## config.mk

```make
export PLATFORM = sky130hd
export DESIGN_NAME = retry_backoff_controller_top
export DESIGN_NICKNAME = d
export VERILOG_FILES = /design/src/hw/rtl/rbc_pkg.sv /design/src/hw/rtl/rbc_cfg.sv /design/src/hw/rtl/rbc_core.sv /design/src/hw/rtl/retry_backoff_controller_top.sv
export SDC_FILE = /design/constraint.sdc
export NUM_CORES = 2
export LEC_CHECK = 0
export ABC_AREA = 1
export BUFFER_PORTS_ARGS = -buffer_cell sky130_fd_sc_hd__clkbuf_2
export CORE_UTILIZATION = 55
export DETAILED_ROUTE_END_ITERATION = 16
export GPL_TIMING_DRIVEN = 0
export PLACE_DENSITY = 0.76
export SYNTH_ARGS = -nofsm -noshare
export SYNTH_HDL_FRONTEND = slang
export SYNTH_SLANG_ARGS = --single-unit
```

## constraint.sdc

```tcl
create_clock -name clk -period 18.36 [get_ports clk]
set_input_delay 0.918 -clock clk [delete_from_list [all_inputs] [get_ports clk]]
set_output_delay 0.918 -clock clk [all_outputs]
set_load 0.02 [all_outputs]
```

## src/hw/rtl/rbc_pkg.sv

```systemverilog
`default_nettype none
package rbc_pkg;

  // event kinds
  localparam logic [1:0] KIND_FAIL    = 2'd0;
  localparam logic [1:0] KIND_POLL    = 2'd1;
  localparam logic [1:0] KIND_CONSUME = 2'd2;
  localparam logic [1:0] KIND_SUCCESS = 2'd3;

  // failure advice
  localparam logic [1:0] ADV_RETRY  = 2'd0;
  localparam logic [1:0] ADV_RENEG  = 2'd1;
  localparam logic [1:0] ADV_MEDIA  = 2'd2;
  localparam logic [1:0] ADV_OTHER  = 2'd3;

  // decisions
  localparam logic [2:0] DEC_NO_RETRY  = 3'd0;
  localparam logic [2:0] DEC_WAIT      = 3'd1;
  localparam logic [2:0] DEC_READY     = 3'd2;
  localparam logic [2:0] DEC_RENEG     = 3'd3;
  localparam logic [2:0] DEC_MEDIA     = 3'd4;
  localparam logic [2:0] DEC_EXHAUSTED = 3'd5;

  // configuration register indexes
  localparam logic [1:0] CFG_RETRY_LIMIT = 2'd0;
  localparam logic [1:0] CFG_FIRST_DELAY = 2'd1;
  localparam logic [1:0] CFG_DELAY_CAP   = 2'd2;

  // reset values of the configuration registers
  localparam logic [7:0]  RST_RETRY_LIMIT = 8'd3;
  localparam logic [63:0] RST_FIRST_DELAY = 64'd1;
  localparam logic [63:0] RST_DELAY_CAP   = 64'd1024;

  typedef struct packed {
    logic [1:0]  kind;
    logic [1:0]  advice;
    logic [63:0] now;
  } rbc_in_t;

  typedef struct packed {
    logic [2:0] decision;
    logic       granted;
  } rbc_out_t;

  // effective configuration handed to the core
  typedef struct packed {
    logic [7:0]  retry_limit;
    logic [63:0] eff_first;
    logic [63:0] eff_cap;
    logic        load;        // reload current delay this cycle
    logic [63:0] load_delay;
  } rbc_cfg_t;

endpackage
`default_nettype wire

```

## src/hw/rtl/rbc_cfg.sv

```systemverilog
`default_nettype none
module rbc_cfg (
  input  wire logic                 clk,
  input  wire logic                 rst,
  input  wire logic                 cfg_valid,
  output logic                      cfg_ready,
  input  wire logic [1:0]           cfg_index,
  input  wire logic [63:0]          cfg_data,
  input  wire logic [7:0]           retries_done,
  output rbc_pkg::rbc_cfg_t         cfg
);
  import rbc_pkg::*;

  logic [7:0]  retry_limit;
  logic [63:0] first_delay;
  logic [63:0] delay_cap;
  logic        recalc;
  logic        wr;

  logic [63:0] eff_first;
  logic [63:0] eff_cap;
  logic [63:0] shifted;
  logic        ovf;
  logic [63:0] lost_mask;

  assign cfg_ready = 1'b1;
  assign wr        = cfg_valid && cfg_ready;

  always_ff @(posedge clk) begin
    if (rst) begin
      retry_limit <= RST_RETRY_LIMIT;
      first_delay <= RST_FIRST_DELAY;
      delay_cap   <= RST_DELAY_CAP;
      recalc      <= 1'b0;
    end else begin
      recalc <= wr && (cfg_index == CFG_FIRST_DELAY || cfg_index == CFG_DELAY_CAP);
      if (wr) begin
        case (cfg_index)
          CFG_RETRY_LIMIT: retry_limit <= cfg_data[7:0];
          CFG_FIRST_DELAY: first_delay <= cfg_data;
          CFG_DELAY_CAP:   delay_cap   <= cfg_data;
          default: ;
        endcase
      end
    end
  end

  assign eff_first = (first_delay == 64'd0) ? 64'd1 : first_delay;
  assign eff_cap   = (delay_cap < eff_first) ? eff_first : delay_cap;

  // delay after n doublings is min(cap, first << n), with overflow going to cap
  assign lost_mask = ~({64{1'b1}} >> retries_done[5:0]);
  assign shifted   = eff_first << retries_done[5:0];
  assign ovf       = (retries_done[7:6] != 2'd0) || ((eff_first & lost_mask) != 64'd0);

  always_comb begin
    cfg.retry_limit = retry_limit;
    cfg.eff_first   = eff_first;
    cfg.eff_cap     = eff_cap;
    cfg.load        = recalc;
    cfg.load_delay  = (ovf || shifted > eff_cap) ? eff_cap : shifted;
  end

endmodule
`default_nettype wire

```

## src/hw/rtl/rbc_core.sv

```systemverilog
`default_nettype none
module rbc_core (
  input  wire logic                 clk,
  input  wire logic                 rst,
  input  wire logic                 fire,
  input  wire rbc_pkg::rbc_in_t     ev,
  input  wire rbc_pkg::rbc_cfg_t    cfg,
  output rbc_pkg::rbc_out_t         res,
  output logic [7:0]                retries_done
);
  import rbc_pkg::*;

  logic [63:0] current_delay;
  logic        waiting;
  logic [63:0] deadline;

  logic [7:0]  retries_done_next;
  logic [63:0] current_delay_next;
  logic        waiting_next;
  logic [63:0] deadline_next;

  logic [64:0] sum;
  logic [63:0] dbl_delay;
  logic [2:0]  poll_dec;

  assign sum = {1'b0, ev.now} + {1'b0, current_delay};

  // doubling capped at the effective cap
  always_comb begin
    dbl_delay = current_delay;
    if (current_delay < cfg.eff_cap) begin
      dbl_delay = (current_delay > cfg.eff_cap - current_delay) ? cfg.eff_cap
                                                                : {current_delay[62:0], 1'b0};
    end
    if (dbl_delay > cfg.eff_cap) begin
      dbl_delay = cfg.eff_cap;
    end
  end

  assign poll_dec = !waiting ? DEC_NO_RETRY : (ev.now < deadline) ? DEC_WAIT : DEC_READY;

  always_comb begin
    retries_done_next  = retries_done;
    current_delay_next = current_delay;
    waiting_next       = waiting;
    deadline_next      = deadline;
    res.decision       = DEC_NO_RETRY;
    res.granted        = 1'b0;
    case (ev.kind)
      KIND_FAIL: begin
        waiting_next  = 1'b0;
        deadline_next = 64'd0;
        case (ev.advice)
          ADV_RENEG: res.decision = DEC_RENEG;
          ADV_MEDIA: res.decision = DEC_MEDIA;
          ADV_OTHER: res.decision = DEC_NO_RETRY;
          default: begin
            if (retries_done >= cfg.retry_limit) begin
              res.decision = DEC_EXHAUSTED;
            end else begin
              deadline_next      = sum[64] ? {64{1'b1}} : sum[63:0];
              waiting_next       = 1'b1;
              retries_done_next  = retries_done + 8'd1;
              current_delay_next = dbl_delay;
              res.decision       = DEC_WAIT;
            end
          end
        endcase
      end
      KIND_POLL: res.decision = poll_dec;
      KIND_CONSUME: begin
        res.decision = poll_dec;
        if (poll_dec == DEC_READY) begin
          waiting_next  = 1'b0;
          deadline_next = 64'd0;
          res.granted   = 1'b1;
        end
      end
      default: begin
        retries_done_next  = 8'd0;
        waiting_next       = 1'b0;
        deadline_next      = 64'd0;
        current_delay_next = cfg.eff_first;
        res.decision       = DEC_NO_RETRY;
      end
    endcase
  end

  always_ff @(posedge clk) begin
    if (rst) begin
      retries_done  <= 8'd0;
      current_delay <= 64'd1;
      waiting       <= 1'b0;
      deadline      <= 64'd0;
    end else if (cfg.load) begin
      current_delay <= cfg.load_delay;
    end else if (fire) begin
      retries_done  <= retries_done_next;
      current_delay <= current_delay_next;
      waiting       <= waiting_next;
      deadline      <= deadline_next;
    end
  end

endmodule
`default_nettype wire

```

## src/hw/rtl/retry_backoff_controller_top.sv

```systemverilog
// An accepted beat passes through the input register and the result register; each event
// settles in one pass through the decision logic. Throughput: one beat per cycle unless
// out_stall or a delay rebuild holds the input. After a write to first_delay or delay_cap
// the input stalls while the delay is rebuilt from the new values (shift, mask, compare).
// Reset (rst, synchronous, active high) clears both pipeline stages and the retry state and
// restores retry_limit 3, first_delay 1, delay_cap 1024.
`default_nettype none
module retry_backoff_controller_top (
  input  wire logic                 clk,
  input  wire logic                 rst,
  // input events
  input  wire logic                 in_valid,
  output logic                      in_stall,
  input  wire rbc_pkg::rbc_in_t     in_data,
  // decisions
  output logic                      out_valid,
  input  wire logic                 out_stall,
  output rbc_pkg::rbc_out_t         out_data,
  // configuration writes
  input  wire logic                 cfg_valid,
  output logic                      cfg_ready,
  input  wire logic [1:0]           cfg_index,
  input  wire logic [63:0]          cfg_data
);
  import rbc_pkg::*;

  // input register
  logic       in_q_valid;
  rbc_in_t    in_q;
  logic       in_q_valid_next;

  logic       accept;
  logic       advance;     // input beat moves through the core into the result register
  rbc_cfg_t   cfg;
  rbc_out_t   res;
  logic [7:0] retries_done;

  // The result register frees a slot when empty or when its beat is being taken, so the
  // core can run every cycle outside a delay rebuild, even while its beat is being taken.
  // A beat sitting in the input register waits out the delay rebuild, which owns the
  // core state for that cycle.
  assign advance  = in_q_valid && !cfg.load && (!out_valid || !out_stall);
  // Hold off new beats during a delay rebuild (it owns the delay register) or a stuck input beat.
  assign in_stall = cfg.load || (in_q_valid && !advance);
  assign accept   = in_valid && !in_stall;

  always_comb begin
    in_q_valid_next = in_q_valid;
    if (accept) begin
      in_q_valid_next = 1'b1;
    end else if (advance) begin
      in_q_valid_next = 1'b0;
    end
  end

  always_ff @(posedge clk) begin
    if (rst) begin
      in_q_valid <= 1'b0;
    end else begin
      in_q_valid <= in_q_valid_next;
    end
  end

  always_ff @(posedge clk) begin
    if (accept) begin
      in_q <= in_data;
    end
  end

  // configuration registers, effective first delay and cap, delay rebuild
  rbc_cfg u_cfg (
    .clk          (clk),
    .rst          (rst),
    .cfg_valid    (cfg_valid),
    .cfg_ready    (cfg_ready),
    .cfg_index    (cfg_index),
    .cfg_data     (cfg_data),
    .retries_done (retries_done),
    .cfg          (cfg)
  );

  // retry state and decision logic; state moves on a passing beat, the delay also on a rebuild
  rbc_core u_core (
    .clk          (clk),
    .rst          (rst),
    .fire         (advance),
    .ev           (in_q),
    .cfg          (cfg),
    .res          (res),
    .retries_done (retries_done)
  );

  // result register
  always_ff @(posedge clk) begin
    if (rst) begin
      out_valid <= 1'b0;
    end else if (advance) begin
      out_valid <= 1'b1;
    end else if (!out_stall) begin
      out_valid <= 1'b0;
    end
  end

  always_ff @(posedge clk) begin
    if (advance) begin
      out_data <= res;
    end
  end

endmodule
`default_nettype wire

```

==> Word level (Yosys, flattened, before mapping) <==
Cells that the tools add are included.
{ "classes": {"n_shift": 2, "div": 0, "n_reduce_logical": 30, "bitwise": 5, "n_mul": 0, "magnitude_cmp": 7, "n_addsub": 3, "n_eq_ne": 15, "n_mux": 33} }
{ "op_table": {"columns": ["op", "count"], "rows": [
  ["$mux W64", 14],
  ["$gt A64 B64 Y1", 3],
  ["$lt A64 B64 Y1", 3],
  ["$pmux W64 S3", 1],
  ["$pmux W64 S2", 1],
  ["$add A64 B64 Y65", 1],
  ["$and A64 B64 Y64", 1],
  ["$logic_not A64 Y1", 1],
  ["$not A64 Y64", 1],
  ["$reduce_bool A64 Y1", 1],
  ["$shl A64 B6 Y64", 1],
  ["$shr A64 B6 Y64 const A", 1],
  ["$sub A64 B64 Y64", 1],
  ["$mux W8", 2],
  ["$pmux W8 S2", 1],
  ["$pmux W3 S3", 1],
  ["$add A8 B1 Y8 const B", 1],
  ["$eq A2 B2 Y1 const B", 4],
  ["$ge A8 B8 Y1", 1],
  ["$mux W1", 8],
  ["$reduce_and A4 Y1", 2],
  ["$eq A2 B1 Y1 const B", 3],
  ["$mux W3", 2],
  ["$ne A2 B1 Y1 const B", 3],
  ["other kinds (16)", 37]
]} }
{ "totals": {"romBits": 0, "memories": 0, "word_cells": 110, "register_bits": 348, "ramBits": 0, "input_bits": 139, "latchBits": 0} }

==> Logic depth before layout (Yosys ltp) <==
{ "depth": {"ltp_word": 15, "depth_mapped": 85} }

==> Modules after synthesis <==
From an unflattened synthesis, not the netlist that was laid out.
{ "hier_totals": {"cells_unflattened": 6405, "area_unflattened_um2": 40000.9} }
{ "modules_own_cells": {"columns": ["mod", "n_inst", "seq_area_each_um2", "area_each_um2", "cells_per_inst"], "rows": [
  ["rbc_core", 1, 2742.6, 22856.9, 3934],
  ["rbc_cfg", 1, 2742.6, 14878.0, 2385],
  ["retry_backoff_controller_top", 1, 2202.1, 2265.9, 86]
]} }

==> Worst setup path after synthesis <==
No wires, ideal clock.
{ "synth_path": {"path_type": "register to register", "startpoint": "register u_cfg.first_delay[62]", "endpoint": "register u_core.current_delay[10]", "arrival_time_ps": 8321, "path_slack_ps": 9919, "path_stages_with_launch": 67, "synth_period_minus_slack_ps": 8441, "t_required_ps": 18241, "path_cell_list": "dfxtp_1 -> inv_1 -> ha_1 -> nand2_1 -> inv_2 -> nand3_1 -> nor4_2 -> inv_1 -> nor4_2 -> nand2_1 -> nor4b_2 -> nand2_2 -> buf_6 -> buf_6 -> nand3_1 -> nand2_1 -> fa_1 -> o21ai_2 -> (+31 left out) -> a21oi_1 -> o21ai_0 -> nand3_1 -> nand2_1 -> nand2_1 -> a21oi_1 -> a2111oi_0 -> nand2_1 -> nand2_1 -> nand2_1 -> o21ai_0 -> clkbuf_1 -> buf_1 -> nand2_1 -> nand2_1 -> nand2_1 -> nand2_1 -> a21oi_1"} }
{ "synth_via": {"elab_chain_cells": 15, "elab_cells_between_ends": 23, "cone_classes": "1 x add/sub; 5 x order compare; 1 x shift; 11 x mux; 1 x bitwise; 4 x reduce/logical"} }
{ "synth_rtl": {"columns": ["item", "line_no", "source"], "rows": [
  ["from (decl)", "rbc_cfg.sv:15", "logic [63:0] first_delay;"],
  ["from (signal assigned)", "rbc_cfg.sv:40", "CFG_FIRST_DELAY: first_delay <= cfg_data;"],
  ["$logic_not A64 Y1", "rbc_cfg.sv:48", "assign eff_first = (first_delay == 64'd0) ? 64'd1 : first_delay;"],
  ["$mux W64 *", "rbc_cfg.sv:48", null],
  ["$lt A64 B64 Y1", "rbc_cfg.sv:49", "assign eff_cap = (delay_cap < eff_first) ? eff_first : delay_cap;"],
  ["$mux W64", "rbc_cfg.sv:49", null],
  ["$sub A64 B64 Y64", "rbc_core.sv:32", "dbl_delay = (current_delay > cfg.eff_cap - current_delay) ? cfg.eff_cap"],
  ["$gt A64 B64 Y1", "rbc_core.sv:32", null],
  ["$mux W64", "rbc_core.sv:32", null],
  ["$mux W64", "rbc_core.sv:31", "if (current_delay < cfg.eff_cap) begin"],
  ["$gt A64 B64 Y1", "rbc_core.sv:35", "if (dbl_delay > cfg.eff_cap) begin"],
  ["$mux W64", "rbc_core.sv:35", null],
  ["$mux W64", "rbc_core.sv:58", "if (retries_done >= cfg.retry_limit) begin"],
  ["$mux W64", "rbc_core.sv:53", "case (ev.advice)"],
  ["$pmux W64 S2", "rbc_core.sv:49", "case (ev.kind)"],
  ["$mux W64", "rbc_core.sv:97", "end else if (fire) begin"],
  ["$mux W64 *", "rbc_core.sv:95", "end else if (cfg.load) begin"],
  ["to (signal assigned)", "rbc_core.sv:96", "current_delay <= cfg.load_delay;"],
  ["to (signal assigned)", "rbc_core.sv:99", "current_delay <= current_delay_next;"],
  ["to (decl)", "rbc_core.sv:13", "logic [63:0] current_delay;"]
]} }
Every way passes the cells marked *; elsewhere a longest branch is shown, timed or not. The select of a mux whose other input is x is not followed.
A chain may end at the register's enable or synchronous reset.

==> Worst setup path in the final report <==
{ "layout_path": {"startpoint": "register u_cfg.first_delay[59]", "endpoint": "register u_core.current_delay[51]"} }
The elaborated chain is that of the path after synthesis.

==> out/metrics.cfg <==
[power_and_ir_drop]
sequentialPowerShare_pct=15.4
intPower_w=0.00267
power.density_nw_per_um2=143
p_switching_w=0.00325
clk_network_pwr_share_pct=14.0
switching_share_pct=54.8
ir_drop_mv=0.125
finalPower_w=0.00592
pwr-share-comb_pct=70.7
p_leak_nw=20.8

[worst_setup_path]
cp.arrival_ns=14.07
end_kind=register
crit_slowest_cell=sky130_fd_sc_hd__nor2_2
crit_required_ns=18.85
critical_path.max_stage_delay_ns=0.79
path_common_cell=sky130_fd_sc_hd__nand2_1
crit_fanout=10
worstSetupStartpointType=register
critPathKind=register to register

[yosys]
area_fraction_in_and_or_nand_and_nor_cells_after_synthesis_pct=25.4
ys_seq_area_share_pct=20.2
compound_cell_area_share_of_the_yosys_netlist_pct=23.2
async_reset_ff_share_pct=0
synthesis.yosys.warnings=0
post_synth_xor_area_fraction_pct=2.23
synth_edf_count=72
syn-num-nets=6659
synth-seq-cells=348
synthCells=6053
muxShareOfSynthArea_pct=2.02
synthesis.area_um2=38100
synth_fa_ha_area_share_pct=15.4
ys.flop_type=sky130_fd_sc_hd__dfxtp_1
number_of_distinct_standard_cells_referenced_by_the_synthesized_netlist=64
synth_top_family_by_area=simple AND/OR/NAND/NOR gates
post_synth.cell_area_avg_um2=6.29

[placement]
placedInstanceArea_um2=40000
count_of_input_and_output_buffers=143
place.detailed.hpwl_mm=140
pre_cts_slack_ns=5.47
finalWeightedCongestion=1.07

[cells_and_area]
most_frequent_standard_cell_in_the_layout_excluding_fill_and_tap_cells=sky130_fd_sc_hd__nand2_1
final_design_instance_area_without_fill_um2=41400
drive_gt1_share_pct=6.78
register_area_um2=7690
fill_cells=6667
multiInputGateArea_um2=26000
layout.cells.most_common_list=1604 x sky130_fd_sc_hd__nand2_1, 831 x sky130_fd_sc_hd__inv_1, 757 x sky130_fd_sc_hd__a21oi_1
final_net_count=6847
area_delta_synth_final_pct=8.53

[clock_tree]
ctsLongestPathBuffers=3
post-cts-setup-buffer-count=0
tritoncts=yes
cts_root_buf=sky130_fd_sc_hd__clkbuf_16
clk_latency_ns=0.60
cts_buffer_count=41
postCtsHoldBufs=0
cts_sinks=348
max_h_tree_level=2
path_clk_slew_ns=0.06
cts_resized=0

[drt]
dr.first_iter.drc_count=5136
post_drt_via_cell_ratio=6.00
antenna_violating_nets_post_route=0
detail_route.drc_violations=0
detail_route.first_pass.iterations=7
routed-via-count=43200
routed_wirelength_mm=168
avgRoutedWirePerCell_um=23.3

[sta]
max_freq_mhz=73.6
setup-tns-final_ns=0
timing_hold_violations_final=0
slew_headroom_pct=2.36
final_min_period_over_clock_period_pct=74.0
post-route-min-period_ns=13.58
worst_slack_ns=4.78
clock_skew_ns=0.0202
timing.final.max_slew_violations=0
timing_worst_slew_pin_value_ns=1.45
timing.final.setup_violations=0
grt_setup_unrepaired=false
hold-worst-slack_ns=0.464

[global_routing]
antenna_found_initial=2
gr-total-overflow=0
grt_start_max_net_pins=38
grt_pass1_wl_mm=245
global_route.usage.total_pct=46.4
number_of_global_route_vias_before_repair=40700

[floorplanning]
die_h_um=265
number_of_standard_cell_rows_in_the_floorplan=96
floorplan.die_area_um2=70300
die_x_um=265
design.core.area_um2=68600
initial_utilization_pct=55.6
ios=146

[job]
cap_viol_max_count=0

[hold_path]
hold_path.class=register to register

[status]
status=complete, no violations

-- final timing paths --
path                              start                  endpoint  slack [ns]  cells past startpoint
setup / recovery  u_cfg.first_delay[59]  u_core.current_delay[51]        4.78                     80
hold / removal      u_core.deadline[15]       u_core.deadline[15]        0.46                      2
setup reg to reg  u_cfg.first_delay[59]  u_core.current_delay[51]        4.78                     80
hold reg to reg     u_core.deadline[15]       u_core.deadline[15]        0.46                      2
-- sequential cells by signal, indices dropped and copies added, names as in the netlist --
register              count
in_q                     68
in_q_valid                1
out_data                  4
out_valid                 1
u_cfg.delay_cap          64
u_cfg.first_delay        64
u_cfg.recalc              1
u_cfg.retry_limit         8
u_core.current_delay     64
u_core.deadline          64
u_core.retries_done       8
u_core.waiting            1
-- metrics by stage --
| step | instances | util (%) |
|---|---|---|
| floorplan | 6053 | - |
| global placement | 7127 | 58.3 |
| detailed placement | 7129 | 58.3 |
| CTS | 7204 | 60.3 |
| global route | 7204 | 60.3 |
| finish | 7206 | 60.3 |
-- power groups by stage --
stage	Clock (W)	Combinational [W]	Sequential, W
after floorplan	0	0.00297	0.000880
after global placement	0	0.00391	0.000917
after detailed placement	0	0.00402	0.000918
after CTS	0.000827	0.00405	0.000902
after global routing	0.000852	0.00463	0.000909
final	0.000829	0.00418	0.000909
-- cells by family after synthesis --
group,after synthesis
buffers and inverters,1108
adders and majority gates,467
AOI/OAI and AO/OA,1614
other,1
xor gates and xnor gates,97
muxes,77
and+or+nand+nor,2341
DFF,348
-- worst max-delay path: cells and delay by family (launching register included) --
kind / cells / cell delay [ns]
buffers and inverters: 10 / 2.52
XOR/XNOR: 1 / 0.07
flip-flops: 1 / 0.43
adder cells (fa/ha/maj): 3 / 0.94
AND/OR/NAND/NOR: 51 / 6.73
AO/OA/AOI/OAI: 15 / 2.69
-- Yosys cell counts, types with 5 or more instances --
master | instances | area [µm²]
sky130_fd_sc_hd__o31ai_1 | 5 | 37.5
sky130_fd_sc_hd__a21boi_1 | 6 | 45.0
sky130_fd_sc_hd__o221ai_1 | 13 | 114
sky130_fd_sc_hd__nor3_1 | 45 | 225
sky130_fd_sc_hd__o211ai_1 | 23 | 173
sky130_fd_sc_hd__inv_1 | 831 | 3120
sky130_fd_sc_hd__mux2i_1 | 77 | 771
sky130_fd_sc_hd__a2111oi_0 | 7 | 61.3
sky130_fd_sc_hd__xor2_1 | 45 | 394
sky130_fd_sc_hd__nand2_2 | 27 | 169
sky130_fd_sc_hd__xnor2_1 | 52 | 455
sky130_fd_sc_hd__buf_6 | 24 | 270
sky130_fd_sc_hd__o21ai_2 | 13 | 114
sky130_fd_sc_hd__o21ai_0 | 519 | 2600
sky130_fd_sc_hd__a22o_1 | 6 | 52.6
sky130_fd_sc_hd__o21a_1 | 31 | 233
sky130_fd_sc_hd__nor2_1 | 321 | 1200
sky130_fd_sc_hd__nand3_1 | 208 | 1040
sky130_fd_sc_hd__clkbuf_1 | 153 | 574
sky130_fd_sc_hd__nand2_1 | 1604 | 6020
sky130_fd_sc_hd__a21oi_2 | 8 | 70.1
sky130_fd_sc_hd__buf_2 | 46 | 230
sky130_fd_sc_hd__nand4_1 | 45 | 282
sky130_fd_sc_hd__o21ai_1 | 59 | 295
sky130_fd_sc_hd__o2111ai_1 | 16 | 140
sky130_fd_sc_hd__or2_2 | 23 | 144
sky130_fd_sc_hd__dfxtp_1 | 276 | 5530
sky130_fd_sc_hd__inv_2 | 18 | 67.6
sky130_fd_sc_hd__a21o_1 | 9 | 67.6
sky130_fd_sc_hd__nor2_4 | 5 | 56.3
sky130_fd_sc_hd__o22ai_1 | 13 | 81.3
sky130_fd_sc_hd__a21oi_1 | 757 | 3790
sky130_fd_sc_hd__a221oi_1 | 16 | 140
sky130_fd_sc_hd__nor4_1 | 13 | 81.3
sky130_fd_sc_hd__edfxtp_1 | 72 | 2160
sky130_fd_sc_hd__a211oi_1 | 23 | 173
sky130_fd_sc_hd__nand3_2 | 26 | 260
sky130_fd_sc_hd__o311ai_0 | 5 | 43.8
sky130_fd_sc_hd__o21bai_1 | 10 | 75.1
sky130_fd_sc_hd__ha_1 | 465 | 5820
sky130_fd_sc_hd__buf_4 | 7 | 52.6
sky130_fd_sc_hd__buf_1 | 27 | 101
sky130_fd_sc_hd__a31oi_1 | 62 | 388
-- layer usage --
layer	global-route usage [%]	routed length, µm	share of wire, %
met5	0	13	0.0077
met4	34.7	14400	8.6
met3	9.08	17100	10
met2	72.2	71100	42
met1	56.8	65300	39
-- cell type report --
cell class / count / share of cell area [%]
inverters: 851 / 7.72
flip-flops and latches: 348 / 18.6
multi-input cells: 4597 / 62.9
diodes: 2 / 0.0121
clock buffers: 51 / 2.72
well taps: 931 / 2.82
plain buffers: 257 / 2.97
clock inverters: 24 / 0.505
repair buffers: 145 / 1.79
(Power assumes the default switching activity.)
